### config.mk
export PLATFORM = sky130hd
export DESIGN_NAME = msd_ser_mul
export DESIGN_NICKNAME = d
export VERILOG_FILES = /design/src/hdl/msd_pkg.sv /design/src/hdl/msd_ser_mul.sv
export SDC_FILE = /design/constraint.sdc
export NUM_CORES = 1
export LEC_CHECK = 0
export ABC_AREA = 0
export BUFFER_PORTS_ARGS = -buffer_cell sky130_fd_sc_hd__buf_4
export CAP_MARGIN = 20
export CORE_MARGIN = 2
export CORE_UTILIZATION = 65
export DETAILED_ROUTE_END_ITERATION = 12
export HOLD_SLACK_MARGIN = 0.15
export PLACE_DENSITY = 0.84
export SLEW_MARGIN = 25
export SYNTH_ARGS = -nofsm -noshare
export SYNTH_HDL_FRONTEND = slang
export SYNTH_SLANG_ARGS = --single-unit
export TNS_END_PERCENT = 10
### constraint.sdc
create_clock -name clock -period 20.7 [get_ports clock]
set_input_delay 1.035 -clock clock [delete_from_list [all_inputs] [get_ports clock]]
set_output_delay 1.035 -clock clock [all_outputs]
set_load 0.02 [all_outputs]
### src/hdl/msd_pkg.sv
// Shared constants, weight tables and unit status type for the step core
`timescale 1ns / 1ps
package msd_pkg;

   localparam int DATA_WIDTH_DEF = 48;
   localparam int FRAC_BITS_DEF  = 24;
   localparam int DIV_WIDTH      = 10;
   localparam int WGT_WIDTH      = 7;

   localparam logic [2:0] CSR_STIFFNESS    = 3'd0;
   localparam logic [2:0] CSR_DAMPING      = 3'd1;
   localparam logic [2:0] CSR_INVERSE_MASS = 3'd2;
   localparam logic [2:0] CSR_GRAVITY      = 3'd3;
   localparam logic [2:0] CSR_FREE_LENGTH  = 3'd4;
   localparam logic [2:0] CSR_TIME_STEP    = 3'd5;
   localparam logic [2:0] CSR_STEP_HEIGHT  = 3'd6;
   localparam logic [2:0] CSR_START_TIME   = 3'd7;

   localparam logic [DIV_WIDTH-1:0] DIV_RAMP = 10'd50;
   localparam logic [DIV_WIDTH-1:0] DIV_HOLD = 10'd1000;

   typedef struct packed {
      logic done;
      logic sat;
   } msd_stat_type;

   // slot 0 weights the h term, slots 1..4 the history, newest first
   function automatic logic signed [WGT_WIDTH-1:0] term_weight(input logic [1:0] ord,
                                                              input logic [2:0] slot);
      logic signed [WGT_WIDTH-1:0] k;
      k = '0;
      case (ord)
         2'd0: begin
            case (slot)
               3'd0:    k = 7'sd1;
               3'd1:    k = 7'sd1;
               default: k = 7'sd0;
            endcase
         end
         2'd1: begin
            case (slot)
               3'd0:    k = 7'sd2;
               3'd1:    k = 7'sd4;
               3'd2:    k = -7'sd1;
               default: k = 7'sd0;
            endcase
         end
         2'd2: begin
            case (slot)
               3'd0:    k = 7'sd6;
               3'd1:    k = 7'sd18;
               3'd2:    k = -7'sd9;
               3'd3:    k = 7'sd2;
               default: k = 7'sd0;
            endcase
         end
         default: begin
            case (slot)
               3'd0:    k = 7'sd12;
               3'd1:    k = 7'sd48;
               3'd2:    k = -7'sd36;
               3'd3:    k = 7'sd16;
               3'd4:    k = -7'sd3;
               default: k = 7'sd0;
            endcase
         end
      endcase
      return k;
   endfunction

   function automatic logic [DIV_WIDTH-1:0] order_divisor(input logic [1:0] ord);
      logic [DIV_WIDTH-1:0] d;
      case (ord)
         2'd0:    d = 10'd1;
         2'd1:    d = 10'd3;
         2'd2:    d = 10'd11;
         default: d = 10'd25;
      endcase
      return d;
   endfunction

endpackage

### src/hdl/msd_ser_mul.sv
// Bit-serial fixed-point multiplier with round-to-nearest and saturation
`timescale 1ns / 1ps
module msd_ser_mul #(
   parameter int DATA_WIDTH = msd_pkg::DATA_WIDTH_DEF,
   parameter int FRAC_BITS  = msd_pkg::FRAC_BITS_DEF
)(
   input  logic                         clock,
   input  logic                         reset,
   input  logic                         start,
   input  logic signed [DATA_WIDTH-1:0] op_a,
   input  logic signed [DATA_WIDTH-1:0] op_b,
   output logic signed [DATA_WIDTH-1:0] product,
   output msd_pkg::msd_stat_type        stat
);
   import msd_pkg::*;

   localparam int W  = DATA_WIDTH;
   localparam int CW = $clog2(W + 1);
   localparam int RW = 2 * W + 1;
   localparam logic [RW-1:0] HALF    = RW'(1) << (FRAC_BITS - 1);
   localparam logic [RW-1:0] LIM_NEG = RW'(1) << (W - 1);
   localparam logic [RW-1:0] LIM_POS = LIM_NEG - RW'(1);

   logic                busy_ff, busy_in;
   logic                done_ff, done_in;
   logic [CW-1:0]       cnt_ff, cnt_in;
   logic [W-1:0]        am_ff, am_in;
   logic [W-1:0]        hi_ff, hi_in;
   logic [W-1:0]        bsh_ff, bsh_in;
   logic                neg_ff, neg_in;
   logic signed [W-1:0] res_ff, res_in;
   logic                sat_ff, sat_in;

   logic [W:0]    psum;
   logic [RW-1:0] rnd;
   logic [RW-1:0] shifted;
   logic [RW-1:0] lim;
   logic          ovf;
   logic [W-1:0]  mag;

   always_comb begin
      psum    = {1'b0, hi_ff} + (bsh_ff[0] ? {1'b0, am_ff} : '0);
      rnd     = {1'b0, hi_ff, bsh_ff} + HALF;
      shifted = rnd >> FRAC_BITS;
      lim     = neg_ff ? LIM_NEG : LIM_POS;
      ovf     = shifted > lim;
      mag     = ovf ? lim[W-1:0] : shifted[W-1:0];

      busy_in = busy_ff;
      done_in = 1'b0;
      cnt_in  = cnt_ff;
      am_in   = am_ff;
      hi_in   = hi_ff;
      bsh_in  = bsh_ff;
      neg_in  = neg_ff;
      res_in  = res_ff;
      sat_in  = sat_ff;

      if (start) begin
         am_in   = op_a[W-1] ? W'(-op_a) : W'(op_a);
         bsh_in  = op_b[W-1] ? W'(-op_b) : W'(op_b);
         neg_in  = op_a[W-1] ^ op_b[W-1];
         hi_in   = '0;
         cnt_in  = CW'(W);
         busy_in = 1'b1;
      end else if (busy_ff) begin
         if (cnt_ff != '0) begin
            hi_in  = psum[W:1];
            bsh_in = {psum[0], bsh_ff[W-1:1]};
            cnt_in = cnt_ff - CW'(1);
         end else begin
            res_in  = neg_ff ? -$signed(mag) : $signed(mag);
            sat_in  = ovf;
            done_in = 1'b1;
            busy_in = 1'b0;
         end
      end
   end

   always_ff @(posedge clock) begin
      if (reset) begin
         busy_ff <= 1'b0;
         done_ff <= 1'b0;
         cnt_ff  <= '0;
      end else begin
         busy_ff <= busy_in;
         done_ff <= done_in;
         cnt_ff  <= cnt_in;
      end
   end

   always_ff @(posedge clock) begin
      am_ff  <= am_in;
      hi_ff  <= hi_in;
      bsh_ff <= bsh_in;
      neg_ff <= neg_in;
      res_ff <= res_in;
      sat_ff <= sat_in;
   end

   assign product   = res_ff;
   assign stat.done = done_ff;
   assign stat.sat  = sat_ff;

endmodule

==> run summary <==
In the final layout, the multi-input gates occupy 10300 um2. The startpoint identified for the worst register-to-register timing path is bsh_ff[23]. The initial utilization of the core area, before any placement, comes to 66.7%.

The worst hold path belongs to the class flop to flop. The netlist uses 80 different library cells. The final-report setup violation count came out at 0. The share of flip-flops with an asynchronous set or reset was 0%.

Most common cell after layout, fill and taps aside: nand2_1. The sequential cell area fraction in the yosys report is 33.7%, and the number of buffers on the longest clock path is 3. The run finished with clean final reports. After clock tree synthesis, the clock-pin slew on the worst setup and hold paths is 0.06 ns.

After clock tree synthesis, the flow added hold-fix buffers numbering 0. Max-slew violation total from the final report: 0. The aggregate routed wire length is 44.5 mm, and the die extent in x is 162 um. Start-to-end type of the worst setup path: flop to flop. The tool flagged a number of max-cap violations equal to 0.

Cells with a size suffix above 1 make up 12.5% of the layout. The worst hold path was traced through 2 stages. The logs give 0 for the final hold violation count and 16300 um2 for the area of the mapped netlist. Dividing total power by cell area gives a power density of 74.8 nW/um2.

Fraction of the cycle the final worst path needs: 36.4%. The required time at the worst-slack endpoint is 20.93 ns, and the clock skew after layout is 0.0170 ns. For this run, the leading register cell type out of synthesis is edfxtp_1. The highest clock rate was 0.133 GHz. In this run the tightest slew margin relative to its limit is 38.4%.

In the routed design, unresolved DRC markers number 0. Final antenna-violating net count: 0. The minimum clock period is 7.54 ns.

The final route contains 15200 vias. The count of input and output buffers was 148; the count of H-tree levels built during CTS was 1. Area inside the core boundary: 24500 um2. The launching element of the worst setup path is bsh_ff[23]. Relative to the synthesized area, the layout overhead comes to 12.6%. The setup check on the worst reg-to-reg path leaves a slack of 13.16 ns.

The overall fraction of global-route tracks in use was 33.2%. The synthesized design contains 202 register bits. The total clock buffers created by CTS was 22; the worst ir drop on vdd was 61.1 uV.

Counting the fill cells in the layout gives 1812. The clock latency reported for the late side of the worst-skew pair came out at 0.52 ns. Via density per instance: 6.51. The run gives 149 as the I/O pin count. The number of gates resized after CTS was 0. For the number of inserted diodes, the log shows 0. Entering global routing, the biggest net connects 86 pins.

The clock net in this run drives a total of 202 sinks. The net count after synthesis is 2099. The cell count after synthesis came out at 1898. For the pin with the worst max-slew slack, the measured transition is 0.923 ns. Following the worst setup path forward leads to its endpoint at product[46]. The path depth of the worst reg2reg path works out to 26.

Global routing finished with a remaining overflow of 0. The logs give 0.00724 uW for the leakage power total and 71.6 mm for the first-pass GRT wire length. After clock tree synthesis, the setup repair step added 0 buffers. The warning count from the yosys run came out at 0. The capture point of the worst reg-to-reg path is product[46].

In the layout the commonest cells are nand2_1, a21oi_1, buf_4, edfxtp_1, xnor2_1. The finished cells cover 18400 um2. The root buffer cell chosen for the clock tree is clkbuf_16. The initialized floorplan defines 57 standard-cell rows.

In the final timing run, aggregate negative setup slack is 0 ns. In this run, synthesis inferred 146 flip-flops with an integrated enable. The run gives 0 as the initial antenna violation count.

For this run, the detailed router's first-pass iteration total came to 5. Summing all flip-flop and latch instances after layout gives 5510 um2. Each instance of the synthesized netlist takes up on average 8.60 um2. The worst setup path is launched from a flop. The die covers 26400 um2. STA classifies the critical path endpoint as a flop. TritonCTS built the clock tree. In this run the cell area measured after placement is 17600 um2. Setup repair after global routing left no endpoint under its margin. The post-DP HPWL was 33.5 mm. The tools report the via count of the first global-routing pass as 14100. After detailed routing, the average wire length per cell comes to 19.0 um. The die height is 162 um, and the routability-driven placement congestion ratio is 1.03. The first routing iteration left 1394 violations.

For this run, the post-layout net count is 2201. Along the worst path, the maximum fanout reaches 8. The arrival time of data at the critical path endpoint is 7.76 ns.
stage by stage:
step | hold slack [ns] | setup slack (ns) | utilization (%) | power [uW] | cells
after floorplan | 0.469 | 14.17 | - | 832 | 1898
after global placement | 0.505 | 13.55 | 72.1 | 955 | 2300
after global routing | 0.572 | 12.43 | 75.1 | 1440 | 2340
final | 0.530 | 13.16 | 75.1 | 1370 | 2340
after CTS | 0.531 | 13.32 | 75.1 | 1370 | 2340
after detailed placement | 0.521 | 13.34 | 72.1 | 966 | 2300
flip-flops by register name, summed over array words and instances (netlist names):
| signal | count |
|---|---|
| am_ff | 48 |
| done_ff | 1 |
| neg_ff | 1 |
| hi_ff | 48 |
| product | 48 |
| sat_ff | 1 |
| bsh_ff | 48 |
| busy_ff | 1 |
| cnt_ff | 6 |
Yosys cell counts, types with 55 or more instances:
cell | n | area (um2)
ha_1 | 101 | 1260
edfxtp_1 | 146 | 4380
nand2_1 | 188 | 706
dfxtp_1 | 56 | 1120
xnor2_1 | 132 | 1160
o21ai_0 | 84 | 420
inv_1 | 55 | 206
xor2_1 | 67 | 587
nand3_1 | 67 | 335
a21oi_1 | 179 | 896
nor2_1 | 131 | 492
clkbuf_1 | 73 | 274
nor3_1 | 61 | 305
worst min path at each step:
stage,start,slack (ns),endpoint
floorplan,hi_ff[6],0.47,hi_ff[6]
global placement,cnt_ff[1],0.50,cnt_ff[1]
global route,cnt_ff[1],0.57,cnt_ff[1]
finish,cnt_ff[1],0.53,cnt_ff[1]
detailed placement,hi_ff[37],0.52,hi_ff[37]
CTS,cnt_ff[1],0.53,cnt_ff[1]
kinds of logic (layout without fill, tap and decap cells):
| kind of cell | count (synthesis) | after routing | synth area share (%) |
|---|---|---|---|
| and+or+nand+nor | 736 | 736 | 23.3 |
| AOI/OAI and AO/OA | 484 | 484 | 18.8 |
| buffers and inverters | 139 | 257 | 3.25 |
| muxes | 36 | 36 | 2.35 |
| adders and majority gates | 102 | 102 | 7.86 |
| xor gates and xnor gates | 199 | 199 | 10.7 |
| DFF | 202 | 202 | 33.7 |
report_power, final:
group | internal [uW] | switching [uW] | leakage [uW]
Sequential | 487 | 31.2 | 0.00184
Combinational | 173 | 281 | 0.00504
Clock | 244 | 159 | 0.000363
cell type report:
type                            instances  share of cell area (%)
Clock buffer                           28                    3.29
Clock inverter                         12                   0.749
Inverter                               55                    1.12
Multi-Input combinational cell       1557                    56.0
Sequential cell                       202                    30.0
Tap cell                              324                    2.21
Timing Repair Buffer                  162                    6.64
routing by layer:
| metal | part of all wire (%) | global-route usage, % | routed length, um | vias up |
|---|---|---|---|---|
| met5 | 0 | 0 | 0 | - |
| met4 | 3.7 | 11.6 | 1630 | 0 |
| met3 | 7.8 | 4.30 | 3450 | 115 |
| met2 | 45 | 53.7 | 20100 | 717 |
| met1 | 43 | 46.1 | 19300 | 7098 |
| li1 | - | - | - | 7300 |
worst max-delay path, stage by stage (launching register included):
cell       delay (ns)
edfxtp_1         0.47
ha_1             0.31
and4_1           0.32
nand4_1          0.32
nor3_1           0.51
nand3_1          0.16
xnor2_1          0.43
inv_1            0.09
ha_1             0.31
nand4_1          0.11
nor4_1           0.54
o21ai_0          0.16
o21ai_0          0.25
nor3_1           0.07
o21ai_0          0.41
nor2_1           0.23
a21oi_1          0.24
buf_4            0.20
a21oi_1          0.07
inv_1            0.08
ha_1             0.31
nand4_1          0.23
or2_2            0.43
o21ai_0          0.36
nor2_1           0.18
o31a_1           0.32
a2bb2oi_1        0.14
Power figures use the tool's default switching activity.
