**src/hdl/msd_pkg.sv**
```systemverilog
// Shared constants, weight tables and unit status type for the step core
`timescale 1ns / 1ps
package msd_pkg;

   localparam int DATA_WIDTH_DEF = 48;
   localparam int FRAC_BITS_DEF  = 24;
   localparam int DIV_WIDTH      = 10;
   localparam int WGT_WIDTH      = 7;

   localparam logic [2:0] CSR_STIFFNESS    = 3'd0;
   localparam logic [2:0] CSR_DAMPING      = 3'd1;
   localparam logic [2:0] CSR_INVERSE_MASS = 3'd2;
   localparam logic [2:0] CSR_GRAVITY      = 3'd3;
   localparam logic [2:0] CSR_FREE_LENGTH  = 3'd4;
   localparam logic [2:0] CSR_TIME_STEP    = 3'd5;
   localparam logic [2:0] CSR_STEP_HEIGHT  = 3'd6;
   localparam logic [2:0] CSR_START_TIME   = 3'd7;

   localparam logic [DIV_WIDTH-1:0] DIV_RAMP = 10'd50;
   localparam logic [DIV_WIDTH-1:0] DIV_HOLD = 10'd1000;

   typedef struct packed {
      logic done;
      logic sat;
   } msd_stat_type;

   // slot 0 weights the h term, slots 1..4 the history, newest first
   function automatic logic signed [WGT_WIDTH-1:0] term_weight(input logic [1:0] ord,
                                                              input logic [2:0] slot);
      logic signed [WGT_WIDTH-1:0] k;
      k = '0;
      case (ord)
         2'd0: begin
            case (slot)
               3'd0:    k = 7'sd1;
               3'd1:    k = 7'sd1;
               default: k = 7'sd0;
            endcase
         end
         2'd1: begin
            case (slot)
               3'd0:    k = 7'sd2;
               3'd1:    k = 7'sd4;
               3'd2:    k = -7'sd1;
               default: k = 7'sd0;
            endcase
         end
         2'd2: begin
            case (slot)
               3'd0:    k = 7'sd6;
               3'd1:    k = 7'sd18;
               3'd2:    k = -7'sd9;
               3'd3:    k = 7'sd2;
               default: k = 7'sd0;
            endcase
         end
         default: begin
            case (slot)
               3'd0:    k = 7'sd12;
               3'd1:    k = 7'sd48;
               3'd2:    k = -7'sd36;
               3'd3:    k = 7'sd16;
               3'd4:    k = -7'sd3;
               default: k = 7'sd0;
            endcase
         end
      endcase
      return k;
   endfunction

   function automatic logic [DIV_WIDTH-1:0] order_divisor(input logic [1:0] ord);
      logic [DIV_WIDTH-1:0] d;
      case (ord)
         2'd0:    d = 10'd1;
         2'd1:    d = 10'd3;
         2'd2:    d = 10'd11;
         default: d = 10'd25;
      endcase
      return d;
   endfunction

endpackage

```
**src/hdl/msd_ser_div.sv**
```systemverilog
// Bit-serial restoring divider by a small constant, rounding ties away from zero
`timescale 1ns / 1ps
module msd_ser_div #(
   parameter int NUM_WIDTH = msd_pkg::DATA_WIDTH_DEF + 8
)(
   input  logic                              clock,
   input  logic                              reset,
   input  logic                              start,
   input  logic signed [NUM_WIDTH-1:0]       dividend,
   input  logic [msd_pkg::DIV_WIDTH-1:0]     divisor,
   output logic signed [NUM_WIDTH-1:0]       quotient,
   output msd_pkg::msd_stat_type             stat
);
   import msd_pkg::*;

   localparam int N  = NUM_WIDTH;
   localparam int CW = $clog2(N + 1);
   localparam int DW = DIV_WIDTH;

   logic                busy_ff, busy_in;
   logic                done_ff, done_in;
   logic [CW-1:0]       cnt_ff, cnt_in;
   logic [N-1:0]        nsh_ff, nsh_in;
   logic [DW-1:0]       rem_ff, rem_in;
   logic [DW-1:0]       dv_ff, dv_in;
   logic                neg_ff, neg_in;
   logic signed [N-1:0] quot_ff, quot_in;

   logic [DW:0]  trial;
   logic [DW:0]  diff;
   logic         ge;
   logic [N-1:0] mag;

   always_comb begin
      trial = {rem_ff, nsh_ff[N-1]};
      diff  = trial - {1'b0, dv_ff};
      ge    = trial >= {1'b0, dv_ff};
      mag   = dividend[N-1] ? N'(-dividend) : N'(dividend);

      busy_in = busy_ff;
      done_in = 1'b0;
      cnt_in  = cnt_ff;
      nsh_in  = nsh_ff;
      rem_in  = rem_ff;
      dv_in   = dv_ff;
      neg_in  = neg_ff;
      quot_in = quot_ff;

      if (start) begin
         // bias by half the divisor so truncation rounds to nearest
         nsh_in  = mag + N'(divisor >> 1);
         rem_in  = '0;
         dv_in   = divisor;
         neg_in  = dividend[N-1];
         cnt_in  = CW'(N);
         busy_in = 1'b1;
      end else if (busy_ff) begin
         if (cnt_ff != '0) begin
            rem_in = ge ? diff[DW-1:0] : trial[DW-1:0];
            nsh_in = {nsh_ff[N-2:0], ge};
            cnt_in = cnt_ff - CW'(1);
         end else begin
            quot_in = neg_ff ? -$signed(nsh_ff) : $signed(nsh_ff);
            done_in = 1'b1;
            busy_in = 1'b0;
         end
      end
   end

   always_ff @(posedge clock) begin
      if (reset) begin
         busy_ff <= 1'b0;
         done_ff <= 1'b0;
         cnt_ff  <= '0;
      end else begin
         busy_ff <= busy_in;
         done_ff <= done_in;
         cnt_ff  <= cnt_in;
      end
   end

   always_ff @(posedge clock) begin
      nsh_ff  <= nsh_in;
      rem_ff  <= rem_in;
      dv_ff   <= dv_in;
      neg_ff  <= neg_in;
      quot_ff <= quot_in;
   end

   assign quotient  = quot_ff;
   assign stat.done = done_ff;
   assign stat.sat  = 1'b0;

endmodule

```
**config.mk**
```make
export PLATFORM = sky130hd
export DESIGN_NAME = msd_ser_div
export DESIGN_NICKNAME = d
export VERILOG_FILES = /design/src/hdl/msd_pkg.sv /design/src/hdl/msd_ser_div.sv
export SDC_FILE = /design/constraint.sdc
export NUM_CORES = 1
export LEC_CHECK = 0
export BUFFER_PORTS_ARGS = -buffer_cell sky130_fd_sc_hd__buf_2
export CAP_MARGIN = 15
export CORE_UTILIZATION = 59
export CTS_CLUSTER_SIZE = 10
export DETAILED_ROUTE_END_ITERATION = 8
export MAX_ROUTING_LAYER = met4
export PLACE_DENSITY = 0.91
export SYNTH_ARGS = -nofsm -noshare
export SYNTH_HDL_FRONTEND = slang
export SYNTH_SLANG_ARGS = --single-unit
```
**constraint.sdc**
```tcl
create_clock -name clock -period 7.02 [get_ports clock]
set_input_delay 1.053 -clock clock [delete_from_list [all_inputs] [get_ports clock]]
set_output_delay 1.053 -clock clock [all_outputs]
set_load 0.02 [all_outputs]
```
==> flow_summary.toml, run 1 <==
[logic_synthesis]
synth_simple_gate_area_frac = 0.182
ys_ff_latch = 141
synth_area_mm2 = 0.00977
seq_area_frac_synth = 0.415
synth_top_family_by_area = "simple AND/OR/NAND/NOR gates"
async_flop_share = 0
syn_inst = 978
post_synth_num_cell_types = 68
synthXorXnorAreaFrac = 0.144
muxShareOfSynthArea = 0.0645
synth_flop_cell = "edfxtp_1"
synth-edff-count = 123
synth.yosys.warnings = 0
synth-adder-area-share = 0.0323
syn_nets = 1071
syn_avg_cell_area_um2 = 9.99
synth-compound-area-share = 0.132

[layout]
drive_gt1_frac = 0.209
layout.nets = 1178
multiInputGateArea_mm2 = 0.00545
stdcell_area_mm2 = 0.0112
utilization = 0.697
seqCellArea_mm2 = 0.00405
n_antenna_cell = 0
layout_commonest_cell = "buf_2"
fillCellCount = 1131
instances_no_fill = 1314
final_cell_mix = "125 x buf_2, 123 x edfxtp_1, 111 x xnor2_1"
syn2layout_area_growth_pct = 14.2

[timing]
slew_violations = 0
fmax_mhz = 198
fin_crit_ns = 5.06
finalSetupTns_ns = 0
fin_skew_ns = 0.0129
rsz0062_at_grt = "false"
tightest_slew_ns = 1.15
hold_viol_final = 0
setup_ws_ns = 1.96
finalSetupViolations = 0
maxSlewHeadroom = 0.233
finalCritPeriodShare = 0.720

[clock_tree]
cts_resized = 0
cts_setup_buffers = 0
cts-buffers-inserted = 17
clockBufferDepth = 2
clk_pin_slew_ns = 0.06
clock-sinks = 141
cts_hold_buf = 0
root_buffer = "clkbuf_16"
htreeDepth = 4
cts_tree = "yes"
clock_latency_ns = 0.43

[pwr]
ir_drop_mv = 0.151
power_density_mw_per_mm2 = 222
switching_share = 0.282
power.internal_w = 0.00178
leakage_nw = 3.98
clkPwrFrac = 0.357
seqPwrFrac = 0.444
switching_power_w = 0.000699
pwr-share-comb = 0.199

[placed_design]
placed_cells = 1282
dp_hpwl_um = 17800
placed_area_mm2 = 0.0106
io_buffer_count = 125
gp_congestion = 0.987
dp_slack_ns = 1.59

[die]
core_area_mm2 = 0.0160
num_rows = 46
top_level_ports = 127
start_util = 0.611
die_y_um = 131
die_area_mm2 = 0.0171
die_x_um = 131

[critical_path]
slowest_stage = "nor4b_1"
crit_type = "input pin to flop"
reg2reg_to = "quotient[53]$_DFFE_PP_"
setup.worst_path.end_class = "flop"
reg2reg_from = "nsh_ff[14]$_DFFE_PP_"
max_stage_delay_ns = 0.62
rrSetupSlack_ns = 3.11
rr_worst_depth = 10
cp_cell_sequence = "buf_2 -> inv_1 -> ha_1 -> nor4b_1 -> nand4_1 -> o31ai_1 -> xor2_1 -> nor4_1 -> nand4bb_1 -> nor4_2 -> nand3_1 -> or3_1 -> a31o_2"
cp-endpoint = "nsh_ff[52]$_DFFE_PP_"
crit_required_ns = 7.19
critPathMaxFanout = 7
start_kind = "input pin"
arrival_ns = 5.22
crit_start = "dividend[0]"

[outcome]
status = "finished, final reports clean"

[global_route]
grt_start_max_net_pins = 83
overflow = 0
use_met3 = 0.0607
grt_pass1_wl_um = 39700
met2_usage = 0.468
antenna_found_initial = 0
top_usage_layer = "met2"
grt_pass1_vias = 7627
met1_usage = 0.434
grt_use_total = 0.315

[worst_hold_path]
hp-class = "flop to flop"

[route]
drtAntennaViolNets = 0
finalWirelength_um = 25300
first_pass_iters = 6
num_vias = 8331
drt-initial-drc-count = 969
routedWlPerCell_um = 19.2
vias_per_cell = 6.34
drc_errors = 0

[job]
maxCapViolCount = 0
## flip-flops by register name, summed over array words and instances, names as in the netlist
name	cells
nsh_ff	56
quotient	56
dv_ff	10
rem_ff	10
cnt_ff	6
busy_ff	1
done_ff	1
neg_ff	1
## Yosys cell counts (14+ instances only)
| cell | instances | area (um^2) |
|---|---|---|
| mux2_2 | 44 | 495 |
| edfxtp_1 | 123 | 3690 |
| clkbuf_1 | 36 | 135 |
| or4_1 | 22 | 165 |
| o31ai_1 | 37 | 278 |
| nor4_1 | 18 | 113 |
| nand2_1 | 70 | 263 |
| ha_1 | 22 | 275 |
| inv_1 | 30 | 113 |
| nor2_1 | 65 | 244 |
| dfxtp_1 | 18 | 360 |
| nand3_1 | 14 | 70.1 |
| o21ai_0 | 55 | 275 |
| nand2b_1 | 15 | 93.8 |
| a21oi_1 | 22 | 110 |
| nor3_1 | 39 | 195 |
| o41ai_1 | 15 | 131 |
| or3_1 | 28 | 175 |
| xnor2_1 | 111 | 972 |
| xor2_1 | 50 | 438 |
## per-layer routing
metal | routed length, um | share of wire
met1 | 10800 | 0.43
met2 | 11400 | 0.45
met3 | 2620 | 0.10
met4 | 524 | 0.021
met5 | 0 | 0
## power groups by stage
stage | Clock, W | Combinational (W) | Sequential, W
5_1_grt | 0.000917 | 0.000533 | 0.00111
2_1_floorplan | 0 | 0.000335 | 0.00109
3_3_place_gp | 0 | 0.000453 | 0.00110
6_report | 0.000885 | 0.000492 | 0.00110
4_1_cts | 0.000886 | 0.000483 | 0.00109
3_5_place_dp | 0 | 0.000472 | 0.00111
## metrics by stage
step | hold slack [ns] | total power (W)
after floorplan | 0.432 | 0.00143
after global placement | 0.471 | 0.00155
after detailed placement | 0.483 | 0.00158
after CTS | 0.502 | 0.00246
after global routing | 0.523 | 0.00256
final | 0.511 | 0.00247
## critical path, delay by kind of cell
family	cells	cell delay, ns
AOI/OAI and AO/OA	2	0.62
xor gates and xnor gates	1	0.18
adders and majority gates	1	0.18
buffers and inverters	2	0.19
and+or+nand+nor	7	3.00
## worst min-delay path by stage
stage / slack (ns) / startpoint / to / cells after the start
2_1_floorplan: 0.43 / rem_ff[9]$_SDFFE_PP0P_ / rem_ff[9]$_SDFFE_PP0P_ / 2
3_3_place_gp: 0.47 / rem_ff[3]$_SDFFE_PP0P_ / rem_ff[3]$_SDFFE_PP0P_ / 2
6_report: 0.51 / rem_ff[2]$_SDFFE_PP0P_ / rem_ff[2]$_SDFFE_PP0P_ / 2
4_1_cts: 0.50 / rem_ff[2]$_SDFFE_PP0P_ / rem_ff[2]$_SDFFE_PP0P_ / 2
3_5_place_dp: 0.48 / rem_ff[9]$_SDFFE_PP0P_ / rem_ff[9]$_SDFFE_PP0P_ / 2
5_1_grt: 0.52 / nsh_ff[0]$_DFFE_PP_ / quotient[0]$_DFFE_PP_ / 0
## cell type report
type | instances | area share
Timing Repair Buffer | 131 | 0.0601
Multi-Input combinational cell | 763 | 0.488
Clock inverter | 6 | 0.00415
Clock buffer | 26 | 0.0497
Inverter | 31 | 0.0104
Tap cell | 216 | 0.0242
Sequential cell | 141 | 0.363
## cell families (layout without fill, tap and decap cells)
group                    Yosys count  after routing
other                              1              1
AO/OA/AOI/OAI                    191            191
AND/OR/NAND/NOR                  329            329
adder cells (fa/ha/maj)           24             24
XOR/XNOR                         161            161
multiplexers                      57             57
flip-flops                       141            141
buffers and inverters             74            194
Note: power is estimated with default switching activity, not from simulation.
==> run 2, diff against run 1 <==
==> constraint.sdc (replaced) <==
create_clock -name clock -period 5 [get_ports clock]
set_input_delay 0.75 -clock clock [delete_from_list [all_inputs] [get_ports clock]]
set_output_delay 0.75 -clock clock [all_outputs]
set_load 0.02 [all_outputs]
==> run 2 against run 1 <==
  * Via count is 2.2% higher
  * Non-clock buffer count is 27 higher
  * Count of clock-buffer cells in the layout fell by 9
  * Die area is the same
==> flow_summary.toml, run 2 (synthesis gave the netlist of run 1 again) <==
[global_route]
antenna_found_initial = 1
grt_use_total = 0.326
grt_start_max_net_pins = 84
grt_pass1_wl_um = 40800
overflow = 0
grt_pass1_vias = 7695

[clock_tree]
cts_tree = "yes"
clockBufferDepth = 2
cts_resized = 0
clock_latency_ns = 0.43
root_buffer = "clkbuf_16"
htreeDepth = 4
clock-sinks = 141
cts_hold_buf = 0
cts_setup_buffers = 0
cts-buffers-inserted = 17
clk_pin_slew_ns = 0.06

[critical_path]
crit_required_ns = 5.17
start_kind = "input pin"
slowest_stage = "or4_1"
critPathMaxFanout = 5
crit_type = "input pin to flop"
setup.worst_path.end_class = "flop"
cp_cell_sequence = "buf_2 -> inv_1 -> ha_1 -> or4b_1 -> nor3_1 -> nand4_1 -> o41ai_1 -> a211oi_1 -> or3b_2 -> or4_1 -> nor4b_4 -> xnor2_1 -> mux2_4"
arrival_ns = 4.66
max_stage_delay_ns = 0.64

[die]
core_area_mm2 = 0.0160
top_level_ports = 127
start_util = 0.611
die_x_um = 131
die_area_mm2 = 0.0171
die_y_um = 131
num_rows = 46

[timing]
maxSlewHeadroom = 0.327
hold_viol_final = 0
finalCritPeriodShare = 0.897
rsz0062_at_grt = "false"
fin_skew_ns = 0.0125
finalSetupTns_ns = 0
slew_violations = 0
finalSetupViolations = 0
fin_crit_ns = 4.49
tightest_slew_ns = 1.01
fmax_mhz = 223

[layout]
drive_gt1_frac = 0.232
multiInputGateArea_mm2 = 0.00546
fillCellCount = 1131
layout.nets = 1205
stdcell_area_mm2 = 0.0114
seqCellArea_mm2 = 0.00405
layout_commonest_cell = "buf_2"
final_cell_mix = "125 x buf_2, 123 x edfxtp_1, 111 x xnor2_1"
syn2layout_area_growth_pct = 16.7

[outcome]
status = "finished, final reports clean"

[pwr]
power.internal_w = 0.00253
switching_power_w = 0.00105
clkPwrFrac = 0.370
switching_share = 0.293
ir_drop_mv = 0.260
pwr-share-comb = 0.198
seqPwrFrac = 0.433
power_density_mw_per_mm2 = 314
leakage_nw = 4.15

[placed_design]
placed_area_mm2 = 0.0108
gp_congestion = 0.978
dp_hpwl_um = 18400
io_buffer_count = 125

[route]
drt-initial-drc-count = 1142
drtAntennaViolNets = 0
finalWirelength_um = 26200
drc_errors = 0
vias_per_cell = 6.34
routedWlPerCell_um = 19.5
num_vias = 8513
first_pass_iters = 5

[job]
maxCapViolCount = 0

[worst_hold_path]
hp-class = "flop to flop"
==> run 2: worst paths after layout <==
check / start / endpoint / slack [ns] / cells after the start
worst max-delay path: dividend[1] / nsh_ff[51]$_DFFE_PP_ / 0.51 / 13
worst min-delay path: rem_ff[7]$_SDFFE_PP0P_ / rem_ff[7]$_SDFFE_PP0P_ / 0.50 / 2
worst max register to register: nsh_ff[14]$_DFFE_PP_ / quotient[53]$_DFFE_PP_ / 0.90 / 10
worst min register to register: rem_ff[7]$_SDFFE_PP0P_ / rem_ff[7]$_SDFFE_PP0P_ / 0.50 / 2
==> run 2: worst max-delay path: cells and delay by family <==
| family | cells | cell delay, ns |
|---|---|---|
| AO/OA/AOI/OAI | 2 | 0.57 |
| buffers and inverters | 2 | 0.18 |
| XOR/XNOR | 1 | 0.10 |
| adder cells (fa/ha/maj) | 1 | 0.18 |
| multiplexers | 1 | 0.26 |
| AND/OR/NAND/NOR | 6 | 2.60 |
==> run 2: cell type report <==
class | count | area share
repair buffers | 158 | 0.0777
well taps | 216 | 0.0237
clock buffers | 17 | 0.0373
flip-flops and latches | 141 | 0.356
multi-input cells | 763 | 0.479
diodes | 1 | 0.000219
inverters | 31 | 0.0102
clock inverters | 15 | 0.0165
==> run 2: per-stage QoR <==
step | std cells | total power [W] | utilization | setup slack, ns | hold slack (ns)
after detailed placement | 1308 | 0.00223 | 0.673 | 0.150 | 0.472
after global placement | 1308 | 0.00219 | 0.673 | 0.204 | 0.474
final | 1342 | 0.00358 | 0.713 | 0.513 | 0.497
after global routing | 1342 | 0.00369 | 0.713 | 0.243 | 0.492
after floorplan | 978 | 0.00201 | - | 0.0385 | 0.432
after CTS | 1340 | 0.00355 | 0.711 | 0.551 | 0.493
==> run 2: metal layers <==
metal	up-vias	track usage	part of all wire
met5	-	-	0
li1	3931	-	-
met3	67	0.0684	0.10
met2	550	0.482	0.45
met1	3965	0.442	0.42
met4	0	0.117	0.025
==> run 2: power by group through the flow <==
stage	clock network, W	logic (W)	registers, W
after floorplan	0	0.000473	0.00154
after global placement	0	0.000641	0.00155
after detailed placement	0	0.000670	0.00156
after CTS	0.00132	0.000690	0.00154
after global routing	0.00137	0.000765	0.00155
final	0.00132	0.000707	0.00155
